==> config.mk <==
export PLATFORM = sky130hd
export DESIGN_NAME = cmm_ctrl
export DESIGN_NICKNAME = d
export VERILOG_FILES = /design/src/design/cmm_pkg.sv /design/src/design/cmm_ctrl.sv
export VERILOG_INCLUDE_DIRS = /design/src /design/src/design
export SDC_FILE = /design/constraint.sdc
export NUM_CORES = 1
export LEC_CHECK = 0
export ABC_CLOCK_PERIOD_IN_PS = 1700
export BUFFER_PORTS_ARGS = -buffer_cell sky130_fd_sc_hd__buf_2
export CORE_AREA = 2 2 39 41
export CTS_CLUSTER_SIZE = 8
export DETAILED_ROUTE_END_ITERATION = 7
export DIE_AREA = 0 0 41 43
export GPL_ROUTABILITY_DRIVEN = 0
export GPL_TIMING_DRIVEN = 0
export PLACE_DENSITY = 0.68
export SLEW_MARGIN = 20
export SYNTH_ARGS = -nofsm -noshare
export SYNTH_HDL_FRONTEND = slang
export SYNTH_SLANG_ARGS = --single-unit
==> constraint.sdc <==
create_clock -name i_clk -period 1.7 [get_ports i_clk]
set_clock_uncertainty 0.15 [all_clocks]
set_input_delay 0.34 -clock i_clk [delete_from_list [all_inputs] [get_ports i_clk]]
set_output_delay 0.34 -clock i_clk [all_outputs]
set_load 0.01 [all_outputs]
==> src/design/confusion_matrix_metrics_defines.svh <==
// ----------------------------------------------------------------------------
// Confusion matrix metrics assertion macros
// Concurrent check helpers, compiled out when SYNTH is defined.
// ----------------------------------------------------------------------------
`ifndef CONFUSION_MATRIX_METRICS_DEFINES_SVH
`define CONFUSION_MATRIX_METRICS_DEFINES_SVH

`ifndef SYNTH
// same-cycle implication
`define CMM_ASSERT_IMP(label, clk, rst_n, ante, cons) \
    label: assert property (@(posedge clk) disable iff (!rst_n) (ante) |-> (cons)) \
        else $error("cmm assertion failed");
// next-cycle implication
`define CMM_ASSERT_NXT(label, clk, rst_n, ante, cons) \
    label: assert property (@(posedge clk) disable iff (!rst_n) (ante) |=> (cons)) \
        else $error("cmm assertion failed");
`else
`define CMM_ASSERT_IMP(label, clk, rst_n, ante, cons)
`define CMM_ASSERT_NXT(label, clk, rst_n, ante, cons)
`endif

`endif

==> src/design/cmm_pkg.sv <==
// ----------------------------------------------------------------------------
// Confusion matrix metrics package
// Shared constants, codes and controller/datapath command types.
// ----------------------------------------------------------------------------
package cmm_pkg;

    localparam int CLASSES_DEF    = 16;
    localparam int COUNT_BITS_DEF = 32;
    localparam int CFG_W          = 5;
    localparam int CLASS_W        = 4;
    localparam int Q_W            = 17;
    localparam int OUT_W          = 32;

    localparam logic [CFG_W-1:0] CIU_RESET = 5'd16;
    localparam logic [Q_W-1:0]   Q16_ONE   = 17'h10000;

    localparam logic MODE_RECORD = 1'b0;
    localparam logic MODE_QUERY  = 1'b1;

    localparam logic STS_OK    = 1'b0;
    localparam logic STS_RANGE = 1'b1;

    typedef enum logic [1:0] {
        SEL_PREC = 2'd0,
        SEL_REC  = 2'd1,
        SEL_F1   = 2'd2,
        SEL_ACC  = 2'd3
    } t_div_sel;

    typedef struct packed {
        logic     clr_we;
        logic     capture;
        logic     update;
        logic     div_start;
        logic     div_capture;
        logic     load_out;
        t_div_sel sel;
    } t_cmd;

    typedef struct packed {
        logic bad;
        logic mode;
        logic clr_last;
        logic div_done;
        logic out_free;
    } t_stat;

endpackage

==> src/design/cmm_ctrl.sv <==
// ----------------------------------------------------------------------------
// Confusion matrix metrics controller
// Sequences clearing, update, shared divisions and result hand-off.
// ----------------------------------------------------------------------------
`include "confusion_matrix_metrics_defines.svh"

module cmm_ctrl import cmm_pkg::*; (
    input  logic  i_clk,
    input  logic  i_rst_n,
    input  logic  i_in_valid,
    input  t_stat i_stat,
    output logic  o_in_ready,
    output t_cmd  o_cmd
);

    typedef enum logic [5:0] {
        S_CLEAR = 6'b000001,
        S_IDLE  = 6'b000010,
        S_UPD   = 6'b000100,
        S_DIV   = 6'b001000,
        S_WAIT  = 6'b010000,
        S_FIN   = 6'b100000
    } t_state;

    t_state   r_state, n_state;
    t_div_sel r_sel, n_sel;

    always_ff @(posedge i_clk) begin
        if (!i_rst_n) begin
            r_state <= S_CLEAR;
            r_sel   <= SEL_PREC;
        end else begin
            r_state <= n_state;
            r_sel   <= n_sel;
        end
    end

    always_comb begin
        n_state    = r_state;
        n_sel      = r_sel;
        o_cmd      = '0;
        o_cmd.sel  = r_sel;
        o_in_ready = 1'b0;
        unique case (r_state)
            S_CLEAR: begin
                o_cmd.clr_we = 1'b1;
                if (i_stat.clr_last) begin
                    n_state = S_IDLE;
                end
            end
            S_IDLE: begin
                o_in_ready = 1'b1;
                if (i_in_valid) begin
                    o_cmd.capture = 1'b1;
                    n_state = i_stat.bad ? S_FIN : S_UPD;
                end
            end
            S_UPD: begin
                o_cmd.update = 1'b1;
                n_sel   = (i_stat.mode == MODE_RECORD) ? SEL_ACC : SEL_PREC;
                n_state = S_DIV;
            end
            S_DIV: begin
                o_cmd.div_start = 1'b1;
                n_state = S_WAIT;
            end
            S_WAIT: begin
                if (i_stat.div_done) begin
                    o_cmd.div_capture = 1'b1;
                    if (r_sel == SEL_ACC) begin
                        n_state = S_FIN;
                    end else begin
                        n_sel   = t_div_sel'(r_sel + 2'd1);
                        n_state = S_DIV;
                    end
                end
            end
            S_FIN: begin
                if (i_stat.out_free) begin
                    o_cmd.load_out = 1'b1;
                    n_state = S_IDLE;
                end
            end
            default: begin
                n_state = S_CLEAR;
            end
        endcase
    end

    `CMM_ASSERT_NXT(a_accept_moves_on, i_clk, i_rst_n, (r_state == S_IDLE) && i_in_valid, (r_state == S_UPD) || (r_state == S_FIN))
    `CMM_ASSERT_NXT(a_fin_to_idle, i_clk, i_rst_n, (r_state == S_FIN) && i_stat.out_free, r_state == S_IDLE)
    `CMM_ASSERT_NXT(a_acc_last, i_clk, i_rst_n, (r_state == S_WAIT) && i_stat.div_done && (r_sel == SEL_ACC), r_state == S_FIN)

endmodule

== Word level (Yosys, flattened, before mapping) ==
Cells that the tools add are included.

* Reductions and logical operators: 3
* Multiplexer cells: 21
* Eq/ne operators: 12
* Add/sub/neg operators: 1

{| class="wikitable"
|+ Operators with widths
! kind !! count
|-
| two-way mux 6 bit || 6
|-
| case mux 6 bit (6 select lines) || 1
|-
| two-way mux 1 bit || 10
|-
| inequality test 2 bit (second input constant) || 5
|-
| == test 6 x 1 -> 1 bit (second input constant) || 1
|-
| == test 6 x 2 -> 1 bit (second input constant) || 1
|-
| == test 6 x 3 -> 1 bit (second input constant) || 1
|-
| == test 6 x 4 -> 1 bit (second input constant) || 1
|-
| == test 6 x 5 -> 1 bit (second input constant) || 1
|-
| == test 6 bit (second input constant) || 1
|-
| two-way mux 2 bit || 3
|-
| case mux 2 bit (2 select lines) || 1
|-
| AND reduction 4 bit || 1
|-
| AND reduction 3 bit || 1
|-
| adder 2 x 1 -> 2 bit (second input constant) || 1
|-
| == test 2 bit (second input constant) || 1
|-
| nonzero test 2 bit || 1
|}

* Output and inout bits: 9
* Input bits: 8
* Bits in registers: 8
* Logic and storage cells: 39

== Logic depth before layout (Yosys ltp) ==
* Depth in word-level cells: 4
* Depth in mapped cells: 6
* Depth with buffers taken out: 6

== Worst setup path before layout ==
OpenSTA, ideal clock, no wires.

* Path kind: reg-to-reg
* Start point: register r_sel[0]
* End point: register r_sel[0]
* Period minus slack after synthesis: 1.908 ns
* Path buffers: 0
* Data arrival time: 1.688 ns
* Library setup time: 0.070 ns
* Slack: -0.208 ns
* Data required time: 1.480 ns
* Cell stages (with the launch flop): 7
* Cells stage by stage: dfxtp_1 > ha_1 > or3b_2 > a21oi_2 > o2111ai_2 > a211o_1 > a21boi_1

* Cells in the longest elaborated chain, start to end: 4
* Elaborated cells on any way between the ends: 7
* Classes of those cells: 1 x add/sub; 2 x eq/ne; 3 x mux; 1 x reduce/logical

{| class="wikitable"
|+ RTL lines
! element !! RTL line !! RTL
|-
| start: declaration || cmm_ctrl.sv:26 || <nowiki>t_div_sel r_sel, n_sel;</nowiki>
|-
| start signal: assignment || cmm_ctrl.sv:34 || <nowiki>r_sel <= n_sel;</nowiki>
|-
| adder 2 x 1 -> 2 bit || cmm_ctrl.sv:73 || <nowiki>n_sel = t_div_sel'(r_sel + 2'd1);</nowiki>
|-
| two-way mux 2 bit || cmm_ctrl.sv:70 || <nowiki>if (r_sel == SEL_ACC) begin</nowiki>
|-
| two-way mux 2 bit || cmm_ctrl.sv:68 || <nowiki>if (i_stat.div_done) begin</nowiki>
|-
| case mux 2 bit (2 select lines) || cmm_ctrl.sv:44 || <nowiki>unique case (r_state)</nowiki>
|}

Parallel ways exist; a longest one is shown, timed or not. The select of a mux whose other input is x is not followed.
A chain may end at the register's enable or synchronous reset.

==> run_results.csv <==
group,metric,value,unit
floorplanning,die_x,41,um
setup_path,critical_path.max_stage_delay,0.57,ns
floorplanning,fp-row-count,14,
global_routing,grt_usage,0.194,
timing,max_freq,484,MHz
job,drv_cap,0,
final_layout,nFillCells,127,
setup_path,worst_ep_required_time,1.21,ns
setup_path,critPathKind,"reg -> out",
drt,routedWlPerCell,13.7,um
global_routing,antenna_found_initial,0,
setup_path,critPathBufInv,1,
clocking,cts_max_level,1,
logic_synthesis,synth_cell_type_count,36,
place,placed_area,673,um^2
setup_path,r2r_start,"r_state[5]$_SDFFE_PN0P_",
drt,drt_iter0_markers,18,
pwr,powerDensity,492,nW/um^2
final_layout,nNetsFinal,108,
clocking,clk_path_buf_depth,2,
pwr,power.static_leakage,0.376,nW
hold_path,holdPathEnd,"r_state[2]$_SDFFE_PN0P_",
logic_synthesis,syn_area,549,um^2
timing,fin_tns_setup,-2.26,ns
setup_path,r2r_slack,-0.17,ns
setup_path,cp_cell_sequence,"or4_4 > nor3_4 > and2_4 > buf_6",
run_status,violations,"setup timing",
place,io_buffers,16,
logic_synthesis,synth_enable_flop_cells,0,
timing,period_minus_slack,2.07,ns
clocking,numClockSinks,8,
clocking,clk_latency,0.25,ns
pwr,power,0.434,mW
drt,firstDrtPassIters,4,
final_layout,final_util,0.637,
logic_synthesis,yosysTopAreaCell,"dfxtp_1",
logic_synthesis,yosys-top-cells-area,"dfxtp_1 (29%), o21ai_0 (6.4%), nor3b_1 (5.5%)",
timing,grt_setup_unrepaired,"yes",
global_routing,grt_pass1_vias,559,
drt,postRouteAntennaNets,0,
place,hpwl,963,um
drt,finalWirelength,1.55,mm
clocking,path_clk_slew,0.05,ns
logic_synthesis,synth_top_area_share,0.292,
setup_path,startpoint_type,"flop",
pwr,peakVddDrop,0.000249,V
logic_synthesis,syn-num-nets,74,
setup_path,r2r-end,"r_sel[0]$_SDFFE_PN0P_",
clocking,cts_tree,"yes",
global_routing,grt_pass1_wl,2.30,mm
drt,vias_per_cell,5.74,
setup_path,end_kind,"primary output",
floorplanning,die_y,43,um
clocking,root_buffer,"clkbuf_4",
logic_synthesis,synth_cells,65,
drt,via_count,649,
hold_path,min_from,"i_stat[4]",
floorplanning,start_util,0.397,
timing,drv_slew,0,
place,placedCellCount,97,
hold_path,min_path_cells,2,
setup_path,ff2ff_path_depth,6,
timing,setup_ws,-0.367,ns
place,dp_slack,-0.330,ns
timing,hold-worst-slack,0.117,ns
final_layout,area_growth,60.4,%
final_layout,fin_area,881,um^2
drt,drc,0,
floorplanning,pin_count,17,
logic_synthesis,synth_seq_area_share,0.292,
logic_synthesis,ys_ff_latch,8,
final_layout,fin_cells,113,
timing,finalHoldViolations,0,
logic_synthesis,ys.flop_type,"dfxtp_1",
clocking,hold_buffers,0,
timing,relSlewSlack,0.774,
global_routing,grt_start_max_net_pins,10,
setup_path,critPathSlowestCell,"or4_4",
clocking,cts_buffers,3,
timing,tightest_slew,0.338,ns
setup_path,cp.arrival,1.58,ns
final_layout,layout-drive-gt1-share,0.598,
logic_synthesis,yosysWarnings,0,
hold_path,hold_class,"in -> reg",
floorplanning,die-area,1760,um^2
logic_synthesis,async_reset_ff_frac,0,
timing,period_share,1.22,
setup_path,cp_top_family,"simple AND/OR/NAND/NOR gates",
run_status,outcome,"complete, but fails checks",
setup_path,crit_path_max_fanout,4,
logic_synthesis,avgSynthCellArea,8.45,um^2
floorplanning,core_area,1380,um^2
final_layout,num_antenna_cells,0,
timing,finalSetupViolCount,11,
global_routing,grt_overflow_total,0,
timing repair:
action | in CTS | in global routing
pin swaps | 11 | 9
endpoints found under the hold margin | 0 | 0
setup buffers | 9 | 5
gates resized for setup | 14 | 9
setup endpoints to repair | 13 | 13
flip-flops by register name (all words and copies together), names as in the netlist:
| name | cells |
|---|---|
| r_sel | 2 |
| r_state | 6 |
worst max path at each step:
stage	from	slack (ns)	cells after the start	endpoint
after floorplan	r_state[5]$_SDFFE_PN0P_	-0.08	3	o_cmd[6]
after global placement	r_state[1]$_SDFFE_PN0P_	-0.30	6	r_sel[0]$_SDFFE_PN0P_
after detailed placement	r_state[1]$_SDFFE_PN0P_	-0.33	6	r_sel[0]$_SDFFE_PN0P_
after CTS	r_state[2]$_SDFFE_PN0P_	-0.44	4	o_cmd[6]
after global routing	r_state[5]$_SDFFE_PN0P_	-0.43	4	o_cmd[6]
final	r_state[5]$_SDFFE_PN0P_	-0.37	4	o_cmd[6]
worst register-to-register path, delay by kind of cell, from the launching register on:
kind	cells	cell delay, ns
compound gates	4	0.67
buf+inv	1	0.14
flops	1	0.34
simple gates	1	0.51
cell families after synthesis:
group | synth area share
compound gates | 0.285
flops | 0.292
fa+ha+maj | 0.0228
buf+inv | 0.0433
xor+xnor | 0.0159
simple gates | 0.342
synthesized netlist by cell type (2+ instances only):
master and count:
nand2_1 4, and3_1 2, nor3b_1 4, dfxtp_1 8
a21oi_1 3, inv_1 2, nor2_1 5, and2_1 2
nand2b_1 2, o21ai_0 7
layer usage:
metal	track usage	wire length (um)	vias to the layer above
met3	0.0314	68	2
met2	0.319	797	19
met4	0.0800	8	0
met1	0.238	669	312
met5	0	0	-
li1	-	-	316
where the power goes:
part	internal (mW)	switching, mW
registers	0.187	0.00601
logic	0.0499	0.0478
clock network	0.0807	0.0624
total	0.317	0.116
layout make-up:
type	instances	area (um^2)	share of cell area
Buffer	1	11.3	0.0128
Clock buffer	3	22.5	0.0256
Inverter	2	7.51	0.00852
Multi-Input combinational cell	53	437	0.496
Sequential cell	8	178	0.202
Tap cell	16	20.0	0.0227
Timing Repair Buffer	30	205	0.233
cells in the final DEF, fill, tap and decap left out, drive strengths merged:
cell	count
or3b	1
a22o	1
a211oi	1
nand2b	2
nor2b	1
inv	2
o21bai	1
nand2	4
or4	2
and3b	1
dfxtp	8
nor2	5
nand3b	1
o221a	1
and3	2
buf	31
xor2	1
a21boi	1
a32oi	1
nor3	1
clkbuf	3
o211ai	1
ha	1
nand3	1
a31oi	1
nor3b	4
a21oi	4
nor4	1
o21ai	7
and2	2
a211o	1
nor4b	1
o2111ai	2
Note: power is estimated with default switching activity, not from simulation.
